### src/sv/mwmu_pkg.sv
// Package for the maze wall map update block: widths, codes, controller
// states, command/status structs and wall word helpers. No dependencies.
`default_nettype none

package mwmu_pkg;

  // Default maze side and fixed field widths
  localparam int MAZE_SIDE_DEF = 16;
  localparam int COORD_W       = 4;
  localparam int CODE_W        = 2;
  localparam int DIR_W         = 2;
  localparam int WORD_W        = 4 * CODE_W;
  localparam int IN_DATA_W     = 24;
  localparam int OUT_DATA_W    = 8;
  localparam int SLOT_W        = 2;

  // Wall codes
  localparam logic [CODE_W-1:0] WALL_UNKNOWN = 2'd0;
  localparam logic [CODE_W-1:0] WALL_OPEN    = 2'd1;
  localparam logic [CODE_W-1:0] WALL_CLOSED  = 2'd2;

  // Compass directions
  localparam logic [DIR_W-1:0] DIR_NORTH = 2'd0;
  localparam logic [DIR_W-1:0] DIR_EAST  = 2'd1;
  localparam logic [DIR_W-1:0] DIR_SOUTH = 2'd2;
  localparam logic [DIR_W-1:0] DIR_WEST  = 2'd3;

  // Item kinds
  localparam logic ACT_RECORD = 1'b0;
  localparam logic ACT_READ   = 1'b1;

  // Cells visited for one item: own cell, then the three neighbours
  localparam logic [SLOT_W-1:0] SLOT_SELF  = 2'd0;
  localparam logic [SLOT_W-1:0] SLOT_FRONT = 2'd1;
  localparam logic [SLOT_W-1:0] SLOT_RIGHT = 2'd2;
  localparam logic [SLOT_W-1:0] SLOT_LEFT  = 2'd3;

  typedef enum logic [2:0] {
    ST_CLEAR,
    ST_IDLE,
    ST_WALK,
    ST_DRAIN,
    ST_DONE
  } state_e;

  // Controller to datapath
  typedef struct packed {
    logic              clr_en;
    logic              load_item;
    logic              issue;
    logic [SLOT_W-1:0] slot;
    logic              load_out;
  } ctrl_cmd_t;

  // Datapath to controller
  typedef struct packed {
    logic clr_last;
  } dp_status_t;

  // Code 3 means nothing and is stored as unknown
  function automatic logic [CODE_W-1:0] clean_code(input logic [CODE_W-1:0] c);
    logic [CODE_W-1:0] r;
    r = (c > WALL_CLOSED) ? WALL_UNKNOWN : c;
    return r;
  endfunction

  // Replace one compass field of a wall word
  function automatic logic [WORD_W-1:0] set_field(input logic [WORD_W-1:0] w,
                                                   input logic [DIR_W-1:0]  d,
                                                   input logic [CODE_W-1:0] c);
    logic [WORD_W-1:0] r;
    r = w;
    r[{d, 1'b0} +: CODE_W] = c;
    return r;
  endfunction

  // Compass direction that a slot deals with, seen from the robot cell
  function automatic logic [DIR_W-1:0] slot_dir(input logic [DIR_W-1:0]  head,
                                                input logic [SLOT_W-1:0] slot);
    logic [DIR_W-1:0] r;
    unique case (slot)
      SLOT_RIGHT: r = head + 2'd1;
      SLOT_LEFT:  r = head + 2'd3;
      default:    r = head;
    endcase
    return r;
  endfunction

endpackage

`default_nettype wire

### src/sv/maze_wall_map_update.sv
// Top level of the maze wall map update block: unpacks the stream beats and
// joins controller and datapath. Depends on mwmu_pkg, mwmu_ctrl, mwmu_datapath.
//
// Usage: each input beat is a record (tuser 0) that writes the sensed front,
// left and right walls of a cell (side walls only off mid-cell), turned to
// compass walls by the heading and mirrored into inside neighbours, or a
// read (tuser 1). Every beat gives one output beat with the four wall codes
// of its cell after the update, all zero when the cell lies outside the maze.
// Timing: an item walks four cell slots (own cell, front, right, left), one
// slot issued per cycle, each write in the cycle after its read on the
// single write port. The result is loaded into the output register from the
// done state, and the next input is taken only after that, back in idle.
// Reset: the wall map is swept to unknown one cell per cycle, all MAZE_SIDE^2
// cells, with s_axis_tready_o low throughout.
// Stall: a waiting result is held in the output register; the next item is
// taken and worked on, and its result waits until the register is free.
`default_nettype none

module maze_wall_map_update #(
  parameter int MAZE_SIDE = mwmu_pkg::MAZE_SIDE_DEF
) (
  input  wire                                clk_i,
  input  wire                                rst_ni,
  input  wire                                s_axis_tvalid_i,
  output logic                               s_axis_tready_o,
  // cell_x[3:0], cell_y[7:4], heading[9:8], at_mid_cell[10],
  // wall_front[12:11], wall_left[14:13], wall_right[16:15], zero fill
  input  wire [mwmu_pkg::IN_DATA_W-1:0]      s_axis_tdata_i,
  // action[0]
  input  wire                                s_axis_tuser_i,
  output logic                               m_axis_tvalid_o,
  input  wire                                m_axis_tready_i,
  // north_wall[1:0], east_wall[3:2], south_wall[5:4], west_wall[7:6]
  output logic [mwmu_pkg::OUT_DATA_W-1:0]    m_axis_tdata_o
);
  import mwmu_pkg::*;

  ctrl_cmd_t         cmd;
  dp_status_t        status;
  logic [WORD_W-1:0] walls;

  mwmu_ctrl u_ctrl (
    .clk_i       (clk_i),
    .rst_ni      (rst_ni),
    .in_valid_i  (s_axis_tvalid_i),
    .in_ready_o  (s_axis_tready_o),
    .out_valid_o (m_axis_tvalid_o),
    .out_ready_i (m_axis_tready_i),
    .status_i    (status),
    .cmd_o       (cmd)
  );

  mwmu_datapath #(
    .MAZE_SIDE (MAZE_SIDE)
  ) u_datapath (
    .clk_i         (clk_i),
    .rst_ni        (rst_ni),
    .cmd_i         (cmd),
    .status_o      (status),
    .action_i      (s_axis_tuser_i),
    .cell_x_i      (s_axis_tdata_i[3:0]),
    .cell_y_i      (s_axis_tdata_i[7:4]),
    .heading_i     (s_axis_tdata_i[9:8]),
    .at_mid_cell_i (s_axis_tdata_i[10]),
    .wall_front_i  (s_axis_tdata_i[12:11]),
    .wall_left_i   (s_axis_tdata_i[14:13]),
    .wall_right_i  (s_axis_tdata_i[16:15]),
    .walls_o       (walls)
  );

  assign m_axis_tdata_o = OUT_DATA_W'(walls);

endmodule

`default_nettype wire

### src/sv/mwmu_ctrl.sv
// Controller for the maze wall map update: clearing pass, slot walk and
// output handshake. Depends on mwmu_pkg.
`default_nettype none

module mwmu_ctrl (
  input  wire                  clk_i,
  input  wire                  rst_ni,
  input  wire                  in_valid_i,
  output logic                 in_ready_o,
  output logic                 out_valid_o,
  input  wire                  out_ready_i,
  input  mwmu_pkg::dp_status_t status_i,
  output mwmu_pkg::ctrl_cmd_t  cmd_o
);
  import mwmu_pkg::*;

  state_e            state_q, state_d;
  logic [SLOT_W-1:0] slot_q, slot_d;
  logic              out_valid_q, out_valid_d;
  logic              out_free;

  assign out_free = !out_valid_q || out_ready_i;

  // State and counters
  always_ff @(posedge clk_i or negedge rst_ni) begin
    if (!rst_ni) begin
      state_q     <= ST_CLEAR;
      slot_q      <= SLOT_SELF;
      out_valid_q <= 1'b0;
    end else begin
      state_q     <= state_d;
      slot_q      <= slot_d;
      out_valid_q <= out_valid_d;
    end
  end

  // Next state
  always_comb begin
    state_d = state_q;
    unique case (state_q)
      ST_CLEAR: if (status_i.clr_last) state_d = ST_IDLE;
      ST_IDLE:  if (in_valid_i) state_d = ST_WALK;
      ST_WALK:  if (slot_q == SLOT_LEFT) state_d = ST_DRAIN;
      ST_DRAIN: state_d = ST_DONE;
      ST_DONE:  if (out_free) state_d = ST_IDLE;
      default:  state_d = ST_CLEAR;
    endcase
  end

  // Outputs and commands
  always_comb begin
    cmd_o          = '0;
    in_ready_o     = 1'b0;
    slot_d         = slot_q;
    unique case (state_q)
      ST_CLEAR: cmd_o.clr_en = 1'b1;
      ST_IDLE: begin
        in_ready_o      = 1'b1;
        cmd_o.load_item = in_valid_i;
        slot_d          = SLOT_SELF;
      end
      ST_WALK: begin
        cmd_o.issue = 1'b1;
        cmd_o.slot  = slot_q;
        slot_d      = slot_q + 2'd1;
      end
      ST_DRAIN: ;
      ST_DONE:  cmd_o.load_out = out_free;
      default: ;
    endcase
  end

  // Result beat stays until taken
  assign out_valid_d = cmd_o.load_out | (out_valid_q & ~out_ready_i);
  assign out_valid_o = out_valid_q;

endmodule

`default_nettype wire

### src/sv/mwmu_datapath.sv
// Datapath for the maze wall map update: item registers, wall map memory
// with read-modify-write stage, and result registers. Depends on mwmu_pkg.
`default_nettype none

module mwmu_datapath #(
  parameter int MAZE_SIDE = mwmu_pkg::MAZE_SIDE_DEF
) (
  input  wire                                clk_i,
  input  wire                                rst_ni,
  input  mwmu_pkg::ctrl_cmd_t                cmd_i,
  output mwmu_pkg::dp_status_t               status_o,
  input  wire                                action_i,
  input  wire [mwmu_pkg::COORD_W-1:0]        cell_x_i,
  input  wire [mwmu_pkg::COORD_W-1:0]        cell_y_i,
  input  wire [mwmu_pkg::DIR_W-1:0]          heading_i,
  input  wire                                at_mid_cell_i,
  input  wire [mwmu_pkg::CODE_W-1:0]         wall_front_i,
  input  wire [mwmu_pkg::CODE_W-1:0]         wall_left_i,
  input  wire [mwmu_pkg::CODE_W-1:0]         wall_right_i,
  output logic [mwmu_pkg::WORD_W-1:0]        walls_o
);
  import mwmu_pkg::*;

  localparam int DEPTH  = MAZE_SIDE * MAZE_SIDE;
  localparam int ADDR_W = $clog2(DEPTH);
  localparam logic [ADDR_W-1:0] ADDR_LAST = ADDR_W'(DEPTH - 1);
  localparam logic [ADDR_W-1:0] ROW_STEP  = ADDR_W'(MAZE_SIDE);

  // Item registers
  logic               record_q;
  logic [COORD_W-1:0] x_q, y_q;
  logic [DIR_W-1:0]   head_q;
  logic               mid_q;
  logic [CODE_W-1:0]  front_q, left_q, right_q;
  logic               inside_q;
  logic [ADDR_W-1:0]  self_addr_q;

  // Memory and write stage
  logic [WORD_W-1:0]  mem_q [DEPTH];
  logic [WORD_W-1:0]  rd_data_q;
  logic               wr_valid_q;
  logic               wr_wen_q;
  logic [SLOT_W-1:0]  wr_slot_q;
  logic [ADDR_W-1:0]  wr_addr_q;
  logic [ADDR_W-1:0]  clr_cnt_q;
  logic [WORD_W-1:0]  res_q;
  logic [WORD_W-1:0]  out_q;

  logic [DIR_W-1:0]   iss_dir;
  logic               nb_ok;
  logic [ADDR_W-1:0]  nb_addr;
  logic               slot_en;
  logic               rd_en;
  logic [ADDR_W-1:0]  rd_addr;
  logic [CODE_W-1:0]  wr_code;
  logic [WORD_W-1:0]  self_word;
  logic [WORD_W-1:0]  mod_word;
  logic               mem_we;
  logic [ADDR_W-1:0]  mem_waddr;
  logic [WORD_W-1:0]  mem_wdata;

  // Latch the item; the cell address is a constant multiply
  always_ff @(posedge clk_i) begin
    if (cmd_i.load_item) begin
      record_q    <= (action_i == ACT_RECORD);
      x_q         <= cell_x_i;
      y_q         <= cell_y_i;
      head_q      <= heading_i;
      mid_q       <= at_mid_cell_i;
      front_q     <= clean_code(wall_front_i);
      left_q      <= clean_code(wall_left_i);
      right_q     <= clean_code(wall_right_i);
      inside_q    <= (int'(cell_x_i) < MAZE_SIDE) && (int'(cell_y_i) < MAZE_SIDE);
      self_addr_q <= ADDR_W'(int'(cell_y_i) * MAZE_SIDE + int'(cell_x_i));
    end
  end

  // Neighbour of the slot being issued
  assign iss_dir = slot_dir(head_q, cmd_i.slot);

  always_comb begin
    unique case (iss_dir)
      DIR_NORTH: begin
        nb_ok   = (y_q != '0);
        nb_addr = self_addr_q - ROW_STEP;
      end
      DIR_EAST: begin
        nb_ok   = (int'(x_q) < MAZE_SIDE - 1);
        nb_addr = self_addr_q + ADDR_W'(1);
      end
      DIR_SOUTH: begin
        nb_ok   = (int'(y_q) < MAZE_SIDE - 1);
        nb_addr = self_addr_q + ROW_STEP;
      end
      default: begin
        nb_ok   = (x_q != '0);
        nb_addr = self_addr_q - ADDR_W'(1);
      end
    endcase
  end

  // Own cell always read when inside; a neighbour only for a record with a
  // wall to mirror, side walls only off mid-cell
  always_comb begin
    if (cmd_i.slot == SLOT_SELF) begin
      slot_en = inside_q;
      rd_addr = self_addr_q;
    end else begin
      slot_en = inside_q && record_q && nb_ok &&
                ((cmd_i.slot == SLOT_FRONT) || !mid_q);
      rd_addr = nb_addr;
    end
  end

  assign rd_en = cmd_i.issue && slot_en;

  // Write stage control
  always_ff @(posedge clk_i or negedge rst_ni) begin
    if (!rst_ni) begin
      wr_valid_q <= 1'b0;
      clr_cnt_q  <= '0;
    end else begin
      wr_valid_q <= rd_en;
      if (cmd_i.clr_en) begin
        clr_cnt_q <= clr_cnt_q + ADDR_W'(1);
      end
    end
  end

  always_ff @(posedge clk_i) begin
    wr_wen_q  <= record_q;
    wr_slot_q <= cmd_i.slot;
    wr_addr_q <= rd_addr;
  end

  assign status_o.clr_last = (clr_cnt_q == ADDR_LAST);

  // Modify the word read last cycle
  always_comb begin
    unique case (wr_slot_q)
      SLOT_RIGHT: wr_code = right_q;
      SLOT_LEFT:  wr_code = left_q;
      default:    wr_code = front_q;
    endcase
  end

  always_comb begin
    self_word = set_field(rd_data_q, head_q, front_q);
    if (!mid_q) begin
      self_word = set_field(self_word, head_q + 2'd1, right_q);
      self_word = set_field(self_word, head_q + 2'd3, left_q);
    end
    if (wr_slot_q == SLOT_SELF) begin
      mod_word = self_word;
    end else begin
      mod_word = set_field(rd_data_q, slot_dir(head_q, wr_slot_q) + 2'd2, wr_code);
    end
  end

  // Memory write port is shared by the clearing pass and the update
  assign mem_we    = cmd_i.clr_en | (wr_valid_q & wr_wen_q);
  assign mem_waddr = cmd_i.clr_en ? clr_cnt_q : wr_addr_q;
  assign mem_wdata = cmd_i.clr_en ? '0 : mod_word;

  always_ff @(posedge clk_i) begin
    if (mem_we) begin
      mem_q[mem_waddr] <= mem_wdata;
    end
    if (rd_en) begin
      rd_data_q <= mem_q[rd_addr];
    end
  end

  // Result: own cell after the step, zero for a cell outside the maze
  always_ff @(posedge clk_i) begin
    if (cmd_i.load_item) begin
      res_q <= '0;
    end else if (wr_valid_q && (wr_slot_q == SLOT_SELF)) begin
      res_q <= wr_wen_q ? mod_word : rd_data_q;
    end
    if (cmd_i.load_out) begin
      out_q <= res_q;
    end
  end

  assign walls_o = out_q;

endmodule

`default_nettype wire

### config.mk
export PLATFORM = sky130hd
export DESIGN_NAME = maze_wall_map_update
export DESIGN_NICKNAME = d
export VERILOG_FILES = /design/src/sv/mwmu_pkg.sv /design/src/sv/maze_wall_map_update.sv /design/src/sv/mwmu_ctrl.sv /design/src/sv/mwmu_datapath.sv
export SDC_FILE = /design/constraint.sdc
export NUM_CORES = 2
export LEC_CHECK = 0
export ABC_AREA = 1
export ABC_CLOCK_PERIOD_IN_PS = 27200
export BUFFER_PORTS_ARGS = -buffer_cell sky130_fd_sc_hd__buf_2
export CAP_MARGIN = 20
export CORE_MARGIN = 3
export CORE_UTILIZATION = 59
export DETAILED_ROUTE_END_ITERATION = 8
export PLACE_DENSITY = 0.75
export SYNTH_ARGS = -nofsm -noshare
export SYNTH_HDL_FRONTEND = slang
export SYNTH_SLANG_ARGS = --single-unit
### constraint.sdc
create_clock -name clk_i -period 27.2 [get_ports clk_i]
set_input_delay 2.72 -clock clk_i [delete_from_list [all_inputs] [get_ports clk_i]]
set_output_delay 2.72 -clock clk_i [all_outputs]
set_load 0.005 [all_outputs]
==> reports/qor.csv <==
stage;metric;value;unit
synth;largest family of logic cells by synthesized area;simple AND/OR/NAND/NOR gates;
detailed_routing;routed vias;63600;
pwr;Leakage Power;42.5;nW
floorplan;die height;403;um
floorplan;Initial Util;0.598;
global_route;first-pass GRT wire length;353000;um
clocking;Clock Latency Late Sink;0.84;ns
synth;area share of fa/ha/maj cells after synthesis;0.00366;
synth;mux contribution to synthesized area;0;
clocking;CTS resizes;0;
critical_path;CP arrival;8.22;ns
placed_design;Placement Cell Area;0.0943;mm2
timing;final setup vio count;0;
pwr;Comb power frac;0.001;
synth;Yosys reg bits;2116;
synth;syn avg cell area;10.3;um2
clocking;TritonCTS clock tree;yes;
detailed_routing;# DRC;0;
synth;post-synthesis xor/xnor area fraction;0.00123;
global_route;largest net degree at the start of global routing;214;
critical_path;CP top delay family;buffers and inverters;
detailed_routing;final antenna-violating net count;0;
pwr;power per cell area;61.7;mW/mm2
detailed_routing;Total Wirelength;234000;um
synth;Synth Area in Simple Gates;0.210;
final_layout;share of layout cells above drive strength 1;0.0469;
pwr;Reg power frac;0.568;
outcome;status;finished clean;
clocking;post-CTS setup-driven buffer insertion count;0;
critical_path;Worst path max stage delay;0.81;ns
final_layout;Nets;8927;
synth;complex-gate fraction of the synthesized area;0.0160;
timing;fin worst setup slack;19.67;ns
placed_design;post-place setup slack;19.97;ns
timing;Worst Skew;0.0266;ns
clocking;Sink Count;2116;
critical_path;CP Class;reg -> reg;
pwr;clock share of power;0.431;
critical_path;crit-path cells;inv_1, ha_1, inv_1, nand2_1, nand3_1, o21ai_1, nand2_1, inv_1, fa_1, o21ai_4, buf_12, buf_4, buf_4, buf_4, nand3_1, nand3_1, nand3_1, nand3_1, nand3_1, nand3_1, nand3_1, nand2_1;
final_layout;area grow syn2layout;8.30;%
global_route;Tot GR Track Use;0.286;
synth;Synth Cell Area;0.0929;mm2
placed_design;GPL Wtd Cong;0.926;
synth;main flop type after synthesis;edfxtp_1;
clocking;CTS Buffer Depth;3;
critical_path;Crit Path Max Fanout;165;
placed_design;Buffers on Ports;31;
synth;Post-synth ARST share;0.00709;
detailed_routing;TritonRoute pass-1 iters;7;
clocking;CTS Hold Bufs;0;
synth;YS warnings;0;
detailed_routing;drt wl/cell;21.1;um
placed_design;DP HPWL;127000;um
clocking;Max H-tree Level;4;
pwr;Max IR drop VDD;0.0634;mV
floorplan;core area;0.155;mm2
global_route;total gr overflow;0;
timing;Final Cycle Share;0.277;
critical_path;Crit-path slowest cell;buf_4;
synth;Mapped Cells;9043;
pwr;P_int;5.01;mW
clocking;Root Buffer;clkbuf_16;
detailed_routing;Vias/cell;5.74;
pwr;Sw Pwr;1.19;mW
critical_path;cell mode on critical path;nand3_1;
synth;post-synthesis sequential area ratio;0.681;
timing;final hold viol count;0;
synth;synthesized net count;9098;
critical_path;Setup crit end kind;flip-flop;
timing;RSZ-0062 raised after global routing;no;
timing;Max Clock Freq;133;MHz
final_layout;post-layout instance area;0.101;mm2
synth;number of flops mapped to enable cells by yosys;2082;
timing;Post-Route Setup TNS;0;ns
floorplan;FP Rows;144;
floorplan;Ports;39;
critical_path;Worst Path Buf+Inv;7;
placed_design;placed cells;10700;
final_layout;most common cell after layout, fill and taps aside;nand2_1;
pwr;switch share;0.192;
synth;Distinct cells, synth;43;
critical_path;crit path launch type;flip-flop;
timing;Slew Viols, Final;0;
clocking;TritonCTS buffer count;204;
final_layout;most frequent cells in the layout;nand2_1, edfxtp_1, nand3_1;
timing;slew margin rel.;0.125;
floorplan;DIE AREA;0.162;mm2
clocking;clk slew on worst S/H paths;0.06;ns
timing;Least-Margin Pin Slew;1.31;ns
flow_run;max cap viols;0;
pwr;Pwr Total;6.20;mW
floorplan;width of the chip;403;um
global_route;initial antenna violation count;4;
detailed_routing;1st-iter DRT viols;8659;
critical_path;CP required;27.89;ns
final_layout;Non-Filler Instances;11100;
timing;minimum clock period;7.53;ns
worst_hold_path;worst hold path type;reg -> reg;
global_route;vias in the first global route;60100;
## metal layers
layer | share of wire | GRT usage
met5 | 0.00012 | 0
met4 | 0.043 | 0.125
met3 | 0.11 | 0.0562
met2 | 0.47 | 0.451
met1 | 0.38 | 0.390
## power by group through the flow
stage / Combinational [mW] / Clock, mW / Sequential (mW)
global route: 0.00379 / 2.83 / 3.52
detailed placement: 0.00337 / 0 / 3.60
finish: 0.00339 / 2.67 / 3.53
CTS: 0.00343 / 2.69 / 3.53
global placement: 0.00323 / 0 / 3.60
floorplan: 0.00103 / 0 / 3.60
## sequential cells by signal (all words and copies together) (netlist names)
name	count
u_datapath.head_q	2
u_ctrl.slot_q	2
u_datapath.mem_q	2048
u_datapath.left_q	2
u_datapath.wr_slot_q	2
u_datapath.walls_o	8
u_datapath.mid_q	1
u_datapath.wr_valid_q	1
u_datapath.clr_cnt_q	8
u_ctrl.out_valid_o	1
u_datapath.front_q	2
u_datapath.wr_addr_q	8
u_datapath.record_q	1
u_datapath.rd_data_q	8
u_ctrl.state_q	3
u_datapath.res_q	8
u_datapath.wr_wen_q	1
u_datapath.self_addr_q	8
u_datapath.right_q	2
## Yosys cell counts, types with 2 or more instances
master | n | area [um2]
o21ai_0 | 119 | 596
o31ai_1 | 2 | 15.0
nand3_1 | 1772 | 8870
clkbuf_1 | 127 | 477
or2_2 | 6 | 37.5
dfrtp_1 | 15 | 375
o211ai_1 | 61 | 458
a21oi_1 | 39 | 195
buf_1 | 36 | 135
xor2_1 | 7 | 61.3
fa_1 | 2 | 40.0
nand2_1 | 2455 | 9220
nand4_1 | 14 | 87.6
buf_2 | 324 | 1620
o221ai_1 | 3 | 26.3
o21ai_1 | 5 | 25.0
o21ai_2 | 3 | 26.3
nor2_1 | 308 | 1160
nor3_1 | 13 | 65.1
xnor2_1 | 6 | 52.6
edfxtp_1 | 2082 | 62500
dfxtp_1 | 19 | 380
ha_1 | 24 | 300
o22ai_1 | 6 | 37.5
nand2_2 | 4 | 25.0
inv_1 | 1569 | 5890
nor4_1 | 2 | 12.5
buf_6 | 2 | 22.5
inv_2 | 2 | 7.51
a221o_1 | 2 | 20.0
clkinv_1 | 2 | 7.51
## cell families (layout without fill, tap and decap cells)
group	Yosys count	after routing
simple gates	4577	4577
flops	2116	2116
buf+inv	2063	2061
compound gates	248	248
fa+ha+maj	26	26
xor+xnor	13	13
other cells	0	3
## worst paths after layout
path	startpoint	to	slack [ns]	cells past startpoint
worst max register to register	u_datapath.head_q[0]	u_datapath.rd_data_q[2]	19.67	22
max in group asynchronous	rst_ni	u_datapath.clr_cnt_q[5]	25.01	1
worst max-delay path	u_datapath.head_q[0]	u_datapath.rd_data_q[2]	19.67	22
min in group asynchronous	rst_ni	u_ctrl.out_valid_o	1.84	1
worst min-delay path	u_datapath.record_q	u_datapath.wr_wen_q	0.41	0
worst min register to register	u_datapath.record_q	u_datapath.wr_wen_q	0.41	0
## layout make-up
type,instances,area (um2)
sequential,2116,63300
inverter,1573,5910
tap,2044,2560
clock inverter,110,862
clock buffer,265,5380
antenna,3,7.51
timing repair buffer,113,973
multi-input combinational,4864,21600
fill,11400,54700
## per-stage QoR
stage | hold WS [ns] | util
2_1_floorplan | 0.348 | -
3_3_place_gp | 0.381 | 0.607
3_5_place_dp | 0.371 | 0.607
4_1_cts | 0.399 | 0.647
5_1_grt | 0.414 | 0.648
6_report | 0.407 | 0.648
Note: power is estimated with default switching activity, not from simulation.
